`src/rtl/core/bpe_pkg.sv`:
```
// Shared types, constants and curve tables for the battery percent estimator.
package bpe_pkg;

  // Field widths.
  localparam int unsigned AdcWidth     = 14;
  localparam int unsigned GainWidth    = 16;
  localparam int unsigned MvWidth      = 18;
  localparam int unsigned PctWidth     = 7;
  localparam int unsigned ProdWidth    = AdcWidth + GainWidth;
  localparam int unsigned CurveMvWidth = 13;

  // Defaults and limits.
  localparam int unsigned GainFracBitsDefault = 12;
  localparam logic [GainWidth-1:0] GainReset  = 16'd8192;
  localparam logic [MvWidth-1:0] MvSaturation = 18'd262143;
  localparam logic [MvWidth-1:0] PresentMinMv = 18'd2500;
  localparam logic [MvWidth-1:0] PresentMaxMv = 18'd5000;

  // Discharge curve: knee voltages and percent at each knee.
  localparam int unsigned CurvePoints = 12;
  localparam int unsigned SegWidth    = 4;
  localparam logic [CurveMvWidth-1:0] CurveMv [CurvePoints] = '{
    13'd3300, 13'd3500, 13'd3600, 13'd3700, 13'd3750, 13'd3800,
    13'd3850, 13'd3900, 13'd3950, 13'd4000, 13'd4100, 13'd4200
  };
  localparam logic [PctWidth-1:0] CurvePct [CurvePoints] = '{
    7'd0, 7'd5, 7'd10, 7'd20, 7'd30, 7'd40,
    7'd50, 7'd60, 7'd70, 7'd80, 7'd90, 7'd100
  };

  // Per-segment interpolation terms, indexed by the upper knee. The rounded
  // numerator off*dpct + dmv/2 is scaled by 200/dmv so that every segment
  // divides by the same constant of 200.
  localparam logic [3:0] SegDpct [CurvePoints] = '{
    4'd0, 4'd5, 4'd5, 4'd10, 4'd10, 4'd10, 4'd10, 4'd10, 4'd10, 4'd10, 4'd10, 4'd10
  };
  localparam logic [6:0] SegHalf [CurvePoints] = '{
    7'd0, 7'd100, 7'd50, 7'd50, 7'd25, 7'd25, 7'd25, 7'd25, 7'd25, 7'd25, 7'd50, 7'd50
  };
  localparam logic [2:0] SegScale [CurvePoints] = '{
    3'd0, 3'd1, 3'd2, 3'd2, 3'd4, 3'd4, 3'd4, 3'd4, 3'd4, 3'd4, 3'd2, 3'd2
  };

  // Scaled numerator width and the reciprocal used for the divide by 25.
  localparam int unsigned NumWidth   = 12;
  localparam int unsigned RecipMul   = 41;
  localparam int unsigned RecipShift = 10;

  // One word held in the queue between the front and back parts.
  typedef struct packed {
    logic [AdcWidth-1:0]  adc;
    logic [ProdWidth-1:0] prod;
  } bpe_item_t;

  // Queue status seen by the front part.
  typedef struct packed {
    logic full;
    logic empty;
  } bpe_queue_status_t;

endpackage

```
`src/rtl/core/bpe_front.sv`:
```
// Front part: holds the gain register, accepts readings and forms the raw product.
module bpe_front (
  input  logic                                clk_i,
  input  logic                                rst_ni,
  input  logic                                start_i,
  output logic                                busy_o,
  input  logic                                divider_gain_we_i,
  input  logic [bpe_pkg::GainWidth-1:0]       divider_gain_i,
  input  logic [bpe_pkg::AdcWidth-1:0]        adc_millivolts_i,
  input  bpe_pkg::bpe_queue_status_t          queue_status_i,
  output logic                                push_o,
  output bpe_pkg::bpe_item_t                  item_o
);

  logic [bpe_pkg::GainWidth-1:0] gain_q;
  logic                          valid_q, valid_d;
  bpe_pkg::bpe_item_t            item_q;
  logic                          load;

  // Gain register, written whenever the enable is high.
  always_ff @(posedge clk_i or negedge rst_ni) begin
    if (!rst_ni) begin
      gain_q <= bpe_pkg::GainReset;
    end else if (divider_gain_we_i) begin
      gain_q <= divider_gain_i;
    end
  end

  // The stage holds its word while the queue is full.
  assign busy_o = valid_q && queue_status_i.full;
  assign push_o = valid_q && !queue_status_i.full;
  assign load   = !busy_o;
  assign valid_d = start_i && !busy_o;

  always_ff @(posedge clk_i or negedge rst_ni) begin
    if (!rst_ni) begin
      valid_q <= 1'b0;
    end else if (load) begin
      valid_q <= valid_d;
    end
  end

  // Payload: the reading and its product with the gain.
  always_ff @(posedge clk_i) begin
    if (load && valid_d) begin
      item_q.adc  <= adc_millivolts_i;
      item_q.prod <= bpe_pkg::ProdWidth'(adc_millivolts_i) *
                     bpe_pkg::ProdWidth'(gain_q);
    end
  end

  assign item_o = item_q;

endmodule

```
`src/rtl/core/bpe_queue.sv`:
```
// Two-entry queue that decouples the front and back parts.
module bpe_queue (
  input  logic                       clk_i,
  input  logic                       rst_ni,
  input  logic                       push_i,
  input  bpe_pkg::bpe_item_t         item_i,
  input  logic                       pop_i,
  output bpe_pkg::bpe_item_t         item_o,
  output bpe_pkg::bpe_queue_status_t status_o
);

  bpe_pkg::bpe_item_t entries_q [2];
  logic               wr_ptr_q, rd_ptr_q;
  logic [1:0]         count_q, count_d;
  logic               do_push, do_pop;

  assign do_pop  = pop_i && (count_q != 2'd0);
  assign do_push = push_i && (count_q != 2'd2);

  // Occupancy count.
  always_comb begin
    count_d = count_q;
    if (do_push && !do_pop) begin
      count_d = count_q + 2'd1;
    end else if (do_pop && !do_push) begin
      count_d = count_q - 2'd1;
    end
  end

  always_ff @(posedge clk_i or negedge rst_ni) begin
    if (!rst_ni) begin
      wr_ptr_q <= 1'b0;
      rd_ptr_q <= 1'b0;
      count_q  <= 2'd0;
    end else begin
      count_q <= count_d;
      if (do_push) begin
        wr_ptr_q <= ~wr_ptr_q;
      end
      if (do_pop) begin
        rd_ptr_q <= ~rd_ptr_q;
      end
    end
  end

  // Storage for the words in flight.
  always_ff @(posedge clk_i) begin
    if (do_push) begin
      entries_q[wr_ptr_q] <= item_i;
    end
  end

  assign item_o         = entries_q[rd_ptr_q];
  assign status_o.full  = (count_q == 2'd2);
  assign status_o.empty = (count_q == 2'd0);

endmodule

```
`src/rtl/core/bpe_back.sv`:
```
// Back part: rounds and saturates, checks presence and interpolates the curve.
module bpe_back #(
  parameter int unsigned GainFracBits = bpe_pkg::GainFracBitsDefault
) (
  input  logic                             clk_i,
  input  logic                             rst_ni,
  input  bpe_pkg::bpe_queue_status_t       queue_status_i,
  input  bpe_pkg::bpe_item_t               item_i,
  output logic                             pop_o,
  output logic                             valid_o,
  output logic [bpe_pkg::AdcWidth-1:0]     adc_echo_millivolts_o,
  output logic [bpe_pkg::MvWidth-1:0]      scaled_millivolts_o,
  output logic                             battery_present_o,
  output logic [bpe_pkg::PctWidth-1:0]     charge_percent_o
);

  localparam int unsigned SumWidth = bpe_pkg::ProdWidth + 1;
  localparam logic [SumWidth-1:0] RoundHalf = SumWidth'(1) << (GainFracBits - 1);

  // The back part never stalls: it takes a word whenever one is queued.
  assign pop_o = !queue_status_i.empty;

  // Stage A: round to nearest and saturate.
  logic                            valid_a_q;
  logic [bpe_pkg::AdcWidth-1:0]    adc_a_q;
  logic [bpe_pkg::MvWidth-1:0]     mv_a_q, mv_a_d;
  logic [SumWidth-1:0]             rounded;
  logic [SumWidth-1:0]             shifted;

  always_comb begin
    rounded = SumWidth'(item_i.prod) + RoundHalf;
    shifted = rounded >> GainFracBits;
    if (shifted > SumWidth'(bpe_pkg::MvSaturation)) begin
      mv_a_d = bpe_pkg::MvSaturation;
    end else begin
      mv_a_d = shifted[bpe_pkg::MvWidth-1:0];
    end
  end

  always_ff @(posedge clk_i or negedge rst_ni) begin
    if (!rst_ni) begin
      valid_a_q <= 1'b0;
    end else begin
      valid_a_q <= pop_o;
    end
  end

  always_ff @(posedge clk_i) begin
    if (pop_o) begin
      adc_a_q <= item_i.adc;
      mv_a_q  <= mv_a_d;
    end
  end

  // Stage B: presence, segment search and the scaled numerator.
  logic                                valid_b_q;
  logic [bpe_pkg::AdcWidth-1:0]        adc_b_q;
  logic [bpe_pkg::MvWidth-1:0]         mv_b_q;
  logic                                present_b_q, present_d;
  logic [bpe_pkg::PctWidth-1:0]        base_b_q, base_d;
  logic [bpe_pkg::NumWidth-1:0]        num_b_q, num_d;
  logic [bpe_pkg::SegWidth-1:0]        seg;
  logic [bpe_pkg::SegWidth-1:0]        seg_lo;
  logic [7:0]                          offset;
  logic [bpe_pkg::NumWidth-1:0]        rounded_num;
  logic [bpe_pkg::NumWidth+2:0]        scaled_num;

  always_comb begin
    present_d = (mv_a_q >= bpe_pkg::PresentMinMv) && (mv_a_q <= bpe_pkg::PresentMaxMv);
    // First knee at or above the voltage; knees are checked in parallel.
    seg = bpe_pkg::SegWidth'(bpe_pkg::CurvePoints - 1);
    for (int k = bpe_pkg::CurvePoints - 1; k >= 1; k--) begin
      if (mv_a_q <= bpe_pkg::MvWidth'(bpe_pkg::CurveMv[k])) begin
        seg = bpe_pkg::SegWidth'(k);
      end
    end
    seg_lo      = seg - bpe_pkg::SegWidth'(1);
    offset      = 8'(mv_a_q[bpe_pkg::CurveMvWidth-1:0] - bpe_pkg::CurveMv[seg_lo]);
    rounded_num = bpe_pkg::NumWidth'(offset) * bpe_pkg::NumWidth'(bpe_pkg::SegDpct[seg])
                + bpe_pkg::NumWidth'(bpe_pkg::SegHalf[seg]);
    scaled_num  = (bpe_pkg::NumWidth+3)'(rounded_num) *
                  (bpe_pkg::NumWidth+3)'(bpe_pkg::SegScale[seg]);
    // Below the curve, above it, or absent: a fixed percent and no fraction.
    if (!present_d || (mv_a_q <= bpe_pkg::MvWidth'(bpe_pkg::CurveMv[0]))) begin
      base_d = '0;
      num_d  = '0;
    end else if (mv_a_q > bpe_pkg::MvWidth'(bpe_pkg::CurveMv[bpe_pkg::CurvePoints-1])) begin
      base_d = bpe_pkg::CurvePct[bpe_pkg::CurvePoints-1];
      num_d  = '0;
    end else begin
      base_d = bpe_pkg::CurvePct[seg_lo];
      num_d  = scaled_num[bpe_pkg::NumWidth-1:0];
    end
  end

  always_ff @(posedge clk_i or negedge rst_ni) begin
    if (!rst_ni) begin
      valid_b_q <= 1'b0;
    end else begin
      valid_b_q <= valid_a_q;
    end
  end

  always_ff @(posedge clk_i) begin
    if (valid_a_q) begin
      adc_b_q     <= adc_a_q;
      mv_b_q      <= mv_a_q;
      present_b_q <= present_d;
      base_b_q    <= base_d;
      num_b_q     <= num_d;
    end
  end

  // Stage C: divide by 200 as a shift by three and a reciprocal multiply by 25.
  logic                                valid_c_q;
  logic [bpe_pkg::AdcWidth-1:0]        adc_c_q;
  logic [bpe_pkg::MvWidth-1:0]         mv_c_q;
  logic                                present_c_q;
  logic [bpe_pkg::PctWidth-1:0]        pct_c_q, pct_d;
  logic [bpe_pkg::NumWidth-4:0]        num_eighths;
  logic [bpe_pkg::NumWidth+3:0]        recip_prod;
  logic [bpe_pkg::NumWidth+3:0]        quotient;

  always_comb begin
    num_eighths = num_b_q[bpe_pkg::NumWidth-1:3];
    recip_prod  = (bpe_pkg::NumWidth+4)'(num_eighths) *
                  (bpe_pkg::NumWidth+4)'(bpe_pkg::RecipMul);
    quotient    = recip_prod >> bpe_pkg::RecipShift;
    pct_d       = base_b_q + quotient[bpe_pkg::PctWidth-1:0];
  end

  always_ff @(posedge clk_i or negedge rst_ni) begin
    if (!rst_ni) begin
      valid_c_q <= 1'b0;
    end else begin
      valid_c_q <= valid_b_q;
    end
  end

  always_ff @(posedge clk_i) begin
    if (valid_b_q) begin
      adc_c_q     <= adc_b_q;
      mv_c_q      <= mv_b_q;
      present_c_q <= present_b_q;
      pct_c_q     <= pct_d;
    end
  end

  assign valid_o               = valid_c_q;
  assign adc_echo_millivolts_o = adc_c_q;
  assign scaled_millivolts_o   = mv_c_q;
  assign battery_present_o     = present_c_q;
  assign charge_percent_o      = pct_c_q;

endmodule

```
`src/rtl/core/battery_percent_estimator.sv`:
```
// Top level of the battery percent estimator: front part, queue and back part.
// A reading taken by the front part with its gain product passes the two-entry
// queue and three back stages; its result shows with valid_o, held for one
// cycle. Throughput: one reading per clock while busy_o is low. The receiver
// cannot stall; busy_o is high only while the queue is full. Reset clears all
// valid flags and loads the gain with x2.0.
module battery_percent_estimator #(
  parameter int unsigned GainFracBits = bpe_pkg::GainFracBitsDefault
) (
  input  logic                             clk_i,
  input  logic                             rst_ni,
  input  logic                             start_i,
  output logic                             busy_o,
  input  logic                             divider_gain_we_i,
  input  logic [bpe_pkg::GainWidth-1:0]    divider_gain_i,
  input  logic [bpe_pkg::AdcWidth-1:0]     adc_millivolts_i,
  output logic                             valid_o,
  output logic [bpe_pkg::AdcWidth-1:0]     adc_echo_millivolts_o,
  output logic [bpe_pkg::MvWidth-1:0]      scaled_millivolts_o,
  output logic                             battery_present_o,
  output logic [bpe_pkg::PctWidth-1:0]     charge_percent_o
);

  bpe_pkg::bpe_queue_status_t queue_status;
  bpe_pkg::bpe_item_t         push_item;
  bpe_pkg::bpe_item_t         head_item;
  logic                       push;
  logic                       pop;

  // Front part: accepts readings and forms the product.
  bpe_front u_front (
    .clk_i             (clk_i),
    .rst_ni            (rst_ni),
    .start_i           (start_i),
    .busy_o            (busy_o),
    .divider_gain_we_i (divider_gain_we_i),
    .divider_gain_i    (divider_gain_i),
    .adc_millivolts_i  (adc_millivolts_i),
    .queue_status_i    (queue_status),
    .push_o            (push),
    .item_o            (push_item)
  );

  // Queue between the two parts.
  bpe_queue u_queue (
    .clk_i    (clk_i),
    .rst_ni   (rst_ni),
    .push_i   (push),
    .item_i   (push_item),
    .pop_i    (pop),
    .item_o   (head_item),
    .status_o (queue_status)
  );

  // Back part: voltage, presence and percent.
  bpe_back #(
    .GainFracBits (GainFracBits)
  ) u_back (
    .clk_i                 (clk_i),
    .rst_ni                (rst_ni),
    .queue_status_i        (queue_status),
    .item_i                (head_item),
    .pop_o                 (pop),
    .valid_o               (valid_o),
    .adc_echo_millivolts_o (adc_echo_millivolts_o),
    .scaled_millivolts_o   (scaled_millivolts_o),
    .battery_present_o     (battery_present_o),
    .charge_percent_o      (charge_percent_o)
  );

endmodule

```
`config.mk`:
```
export PLATFORM = sky130hd
export DESIGN_NAME = battery_percent_estimator
export DESIGN_NICKNAME = d
export VERILOG_FILES = /design/src/rtl/core/bpe_pkg.sv /design/src/rtl/core/bpe_front.sv /design/src/rtl/core/bpe_queue.sv /design/src/rtl/core/bpe_back.sv /design/src/rtl/core/battery_percent_estimator.sv
export SDC_FILE = /design/constraint.sdc
export NUM_CORES = 1
export LEC_CHECK = 0
export BUFFER_PORTS_ARGS = -buffer_cell sky130_fd_sc_hd__buf_2
export CAP_MARGIN = 10
export CORE_MARGIN = 3
export CORE_UTILIZATION = 64
export DETAILED_ROUTE_END_ITERATION = 8
export GPL_TIMING_DRIVEN = 0
export PLACE_DENSITY = 0.92
export SYNTH_ARGS = -nofsm -noshare
export SYNTH_HDL_FRONTEND = slang
export SYNTH_SLANG_ARGS = --single-unit
```
`constraint.sdc`:
```
create_clock -name clk_i -period 10.8 [get_ports clk_i]
set_clock_uncertainty 0.1 [all_clocks]
set_input_delay 0.54 -clock clk_i [delete_from_list [all_inputs] [get_ports clk_i]]
set_output_delay 0.54 -clock clk_i [all_outputs]
set_load 0.05 [all_outputs]
```
==> flow_summary_export.csv, run 1 <==
group,metric,value,unit
grt,grtUsageMet2,0.4838,
timing,slew_violations,0,
synth,yosys-top-cells-count,"258 x inv_1, 220 x edfxtp_1, 213 x nand2_1, 197 x fa_1, 173 x ha_1",
worst_setup_path,required,10.97,ns
cells_and_area,final_layout_size_suffix_gt1_frac,0.09613,
worst_setup_path,start_kind,"flip-flop",
die,ios,76,
synth,synth-xor-area-share,0.03269,
synth,synth.most_common_cell,"inv_1",
timing,max_slew.worst_pin.slew,0.9836,ns
die,core_area,0.02901,mm^2
cts,cts_resized,0,
die,die_height,178.4,um
grt,antenna_found_initial,0,
cts,hold_buffers,1,
cells_and_area,nNetsFinal,2194,
job,drv_cap,0,
timing,period_needed,10.11,ns
synth,syn_area,0.01902,mm^2
synth,synth.avg_cell_area,11.30,um^2
synth,synth_top_cell_area_share,0.3473,
synth,synthSimpleGateAreaFrac,0.1204,
synth,synth_top_family_by_area,"adder cells",
drt,ant_nets,0,
synth,synth_edf_count,220,
grt,use_met1,0.3242,
grt,overflow,0,
cts,root_buffer,"clkbuf_16",
placement,place_congestion,1.011,
synth,synth_flop_cell,"edfxtp_1",
synth,synth_seq_cells,244,
synth,synth_compound_area_frac,0.05906,
die,die_w,178.4,um
synth,ys_types,70,
min_path,hp-class,"input port to flip-flop",
drt,firstDrtPassIters,6,
worst_setup_path,crit_fanout,10,
timing,setup_viol,0,
run_status,status,"finished, final reports clean",
worst_setup_path,max_stage_delay,0.57,ns
worst_setup_path,critPathKind,"flip-flop to flip-flop",
cts,clock_path_buffers,3,
grt,met3_usage,0.04044,
timing,slew_headroom,0.3386,
cts,clock_latency,0.54,ns
synth,synth_top_area_cell,"edfxtp_1",
synth,syn_nets,2088,
grt,grt_pass1_wl,68090,um
timing,fmax,98.93,MHz
drt,vias_per_cell,5.819,
grt,first_global_vias,13892,
cts,cts_tree,"done",
die,start_util,0.6557,
drt,post_drt_wl_per_cell,18.79,um
cells_and_area,diodes,0,
worst_setup_path,end_kind,"flip-flop",
cts,clk_pin_slew,0.06,ns
synth,synth-async-reset-ratio,0.09836,
drt,drc,0,
grt,grt_max_degree,42,
synth,ys_seq_area_frac,0.3789,
cts,cts_sinks,244,
worst_setup_path,crit_arrival,10.27,ns
grt,top_usage_layer,"met2",
drt,drt_iter0_drc,1068,
drt,vias,12767,
timing,hold_viol_final,0,
cts,post-cts-setup-buffers,0,
timing,setup_tns,0,ns
placement,dp_hpwl,31440,um
synth,synth_area_leaders,"edfxtp_1 35%, fa_1 21%, ha_1 11%",
drt,routed_wl,41240,um
grt,gr-usage-all-layers,0.2696,
worst_setup_path,worst_path_max_delay_cell,"nor3_1",
cells_and_area,area_growth,9.747,%
synth,synth.yosys.warnings,0,
timing,rsz0062_at_grt,"false",
synth,synth_adder_area_share,0.3211,
cts,cts_made_buffers,26,
synth,synthCells,1684,
synth,synthMuxAreaShare,0.02696,
cts,htreeDepth,1,
die,die_area,0.03183,mm^2
placement,portBuffers,74,
timing,final.period_utilization,0.9359,
die,std_cell_rows,62,
## logic make-up (layout without fill, tap and decap cells)
kind of cell,after synthesis,after routing
AOI/OAI and AO/OA,170,170
xor gates and xnor gates,71,71
adders and majority gates,370,370
buffers and inverters,308,434
DFF,244,244
muxes,47,47
and+or+nand+nor,474,474
## flip-flops by register name (all words and copies together), names as in the netlist, 16 cells and up
| register | cells |
|---|---|
| u_back.mv_a_q | 18 |
| u_back.scaled_millivolts_o | 18 |
| u_queue.entries_q | 66 |
| u_back.mv_b_q | 18 |
| u_front.gain_q | 16 |
| u_front.item_o | 33 |
## layout make-up
class / instances / area [um^2]
plain buffers: 50 / 191.4
clock buffers: 28 / 658.1
clock inverters: 20 / 249.0
fillers: 1935 / 8134
inverters: 258 / 968.4
multi-input cells: 1132 / 10670
flip-flops and latches: 244 / 7211
well taps: 384 / 480.5
repair buffers: 78 / 455.4
## through the flow
step	hold slack, ns	setup WS (ns)	area [um^2]	utilization	cells
2_1_floorplan	0.1444	1.933	19020	-	1684
4_1_cts	0.1187	0.8705	20850	0.7187	2193
5_1_grt	0.1221	0.06640	20880	0.7196	2194
3_3_place_gp	0.3021	1.106	19880	0.6851	2142
3_5_place_dp	0.3045	0.9014	19930	0.6871	2144
6_report	0.1249	0.6918	20880	0.7196	2194
## worst paths after layout
path                                   startpoint  cells after the start                  to  slack (ns)
worst max register to register   u_back.mv_a_q[8]                     42  u_back.num_b_q[11]        0.69
worst min-delay path                      start_i                      2     u_front.valid_q        0.12
worst min register to register  u_back.adc_a_q[7]                      0   u_back.adc_b_q[7]        0.32
min in group asynchronous                  rst_ni                      2   u_front.gain_q[8]        0.46
max in group asynchronous                  rst_ni                      2    u_back.valid_b_q        9.70
worst max-delay path             u_back.mv_a_q[8]                     42  u_back.num_b_q[11]        0.69
## per-layer routing
| metal | wire [um] | part of all wire |
|---|---|---|
| met1 | 15510 | 0.38 |
| met2 | 21010 | 0.51 |
| met3 | 2757 | 0.067 |
| met4 | 1954 | 0.047 |
| met5 | 0 | 0 |
## placed cells by master, fill, tap and decap left out, drive strengths merged, types with 8 or more instances in the layout
master / instances
mux2i: 13
clkinv: 11
clkbuf: 74
edfxtp: 220
o21bai: 10
mux2: 34
nand2b: 14
xor2: 30
nand2: 213
fa: 197
buf: 81
dfrtp: 23
nand3: 15
o21ai: 35
a211oi: 8
ha: 173
a21o: 11
a21oi: 52
nor2b: 12
xnor2: 41
a31oi: 8
o211ai: 10
and2: 97
nor3: 15
nor2: 63
inv: 260
## worst max-delay path: cells and delay by family (launching register included)
family	cells	cell delay, ns
flops	1	0.38
compound gates	12	2.35
simple gates	10	1.94
xor+xnor	3	0.66
buf+inv	7	0.75
mux	1	0.25
fa+ha+maj	9	3.39
Power of run 1 is left out: the tool's default activity adds up to more than one toggle a clock period on the data nets, which glitch-free logic cannot reach.
==> inputs of run 2 (changes only) <==
Settings changed: CORE_UTILIZATION 64 to 35, PLACE_DENSITY 0.92 to 0.6.
==> run 2 against run 1 <==
- count of clock-buffer cells in the layout is 5 higher
- non-clock buffer count unchanged
- critical path type unchanged
- sequential cell count unchanged
- die area up 80%
==> flow_summary_export.csv, run 2 (synthesized netlist as in run 1, its figures left out) <==
group,metric,value,unit
worst_setup_path,crit_fanout,10,
grt,grt_pass1_wl,66450,um
worst_setup_path,critPathKind,"flip-flop to flip-flop",
drt,wl_met3,1908,um
cells_and_area,fin_area,0.02136,mm^2
cts,cts_tree,"done",
cells_and_area,nNetsFinal,2197,
die,die_area,0.05719,mm^2
grt,first_global_vias,12899,
grt,antenna_found_initial,0,
die,ios,76,
timing,fmax,100.1,MHz
job,drv_cap,0,
drt,wl_met1,17400,um
cts,clock_path_buffers,3,
drt,post_drt_wl_per_cell,15.90,um
drt,vias_per_cell,4.840,
drt,routed-wl-met2,19830,um
die,std_cell_rows,84,
drt,drt_iter0_drc,601,
timing,final.period_utilization,0.9253,
cts,clock_latency,0.57,ns
timing,rsz0062_at_grt,"false",
run_status,status,"finished, final reports clean",
cells_and_area,n_fill_cell,5098,
cells_and_area,final_common_cell,"inv_1",
cts,clk_pin_slew,0.06,ns
timing,hold_viol_final,0,
cts,root_buffer,"clkbuf_16",
timing,setup_viol,0,
cts,htreeDepth,1,
cts,cts_resized,0,
drt,ant_nets,0,
die,die_height,239.1,um
worst_setup_path,start_kind,"flip-flop",
die,core_area,0.05318,mm^2
drt,drc,0,
min_path,hp-class,"input port to flip-flop",
cells_and_area,regMostFlops,"u_queue.entries_q",
placement,place_congestion,0.8780,
die,die_w,239.1,um
drt,top_layer,"met4",
cts,cts_made_buffers,29,
worst_setup_path,max_stage_delay,0.57,ns
grt,overflow,0,
timing,period_needed,9.994,ns
drt,firstDrtPassIters,5,
drt,routed_wl,39840,um
placement,dp_hpwl,31820,um
grt,grt_max_degree,42,
cells_and_area,layout_common_cells,"258 x inv_1, 220 x edfxtp_1, 213 x nand2_1, 197 x fa_1, 173 x ha_1",
cells_and_area,final_layout_size_suffix_gt1_frac,0.1008,
placement,placed_area,0.02031,mm^2
grt,gr-usage-all-layers,0.1431,
worst_setup_path,required,10.99,ns
worst_setup_path,end_kind,"flip-flop",
cells_and_area,largest_register_ffs,66,
timing,setup_tns,0,ns
placement,portBuffers,74,
cts,cts_sinks,244,
die,start_util,0.3577,
cts,post-cts-setup-buffers,0,
worst_setup_path,worst_path_max_delay_cell,"nor3_1",
timing,slew_violations,0,
drt,vias,12123,
timing,slew_headroom,0.2918,
timing,max_slew.worst_pin.slew,1.053,ns
cells_and_area,area_growth,12.30,%
worst_setup_path,crit_arrival,10.19,ns
## run 2: changes by cell type in the layout (fill, tap and decap cells not counted)
cell       delta
clkbuf_16     +3
clkbuf_8      +1
inv_6         +5
clkbuf_1      +1
buf_16        -1
clkinv_1      -3
diode_2       +1
buf_12        +1
clkinv_8      -1
and2_1        -1
and2_2        +1
## run 2: critical path, delay by kind of cell (launching register included)
family,cells,cell delay (ns)
buffers and inverters,5,0.60
and+or+nand+nor,9,1.76
DFF,1,0.37
AOI/OAI and AO/OA,10,2.56
adders and majority gates,10,3.78
xor gates and xnor gates,3,0.56
## run 2: what timing repair did
item / 4_1_cts / 5_1_grt
setup endpoints to repair: 0 / 0
endpoints found under the hold margin: 23 / 0
hold buffers: 1 / 0
## run 2: stage by stage
stage / hold WS, ns / setup WS (ns) / cells / utilization
2_1_floorplan: 0.1444 / 1.933 / 1684 / -
3_3_place_gp: 0.3048 / 0.9534 / 2446 / 0.3809
6_report: 0.08207 / 0.8064 / 2505 / 0.4017
4_1_cts: 0.05941 / 0.8822 / 2503 / 0.4012
5_1_grt: 0.06691 / 0.01025 / 2504 / 0.4017
3_5_place_dp: 0.3045 / 0.9509 / 2448 / 0.3819
## run 2: layout make-up
cell class,instances,area (um^2),area share
repair buffers,78,447.9,0.02097
flip-flops and latches,244,7211,0.3375
well taps,688,860.8,0.04029
clock buffers,33,750.7,0.03514
multi-input cells,1132,10670,0.4993
diodes,1,2.502,0.0001171
plain buffers,50,191.4,0.008961
clock inverters,21,265.3,0.01242
inverters,258,968.4,0.04533
## run 2: metal layers
layer  GRT usage  vias to the layer above
met2      0.2523                      239
met4     0.03299                        0
met5           0                        -
met1      0.1839                     6027
met3     0.02515                       54
li1            -                     5803
## run 2: worst paths after layout
check | startpoint | endpoint | slack [ns] | cells past startpoint
setup / recovery | u_back.mv_a_q[8] | u_back.num_b_q[11] | 0.81 | 37
min in group asynchronous | rst_ni | u_front.gain_q[8] | 0.46 | 2
setup reg to reg | u_back.mv_a_q[8] | u_back.num_b_q[11] | 0.81 | 37
hold reg to reg | u_back.adc_a_q[13] | u_back.adc_b_q[13] | 0.31 | 0
max in group asynchronous | rst_ni | u_back.valid_a_q | 9.65 | 2
hold / removal | start_i | u_front.valid_q | 0.08 | 2
Power of run 2 is left out for the same reason.
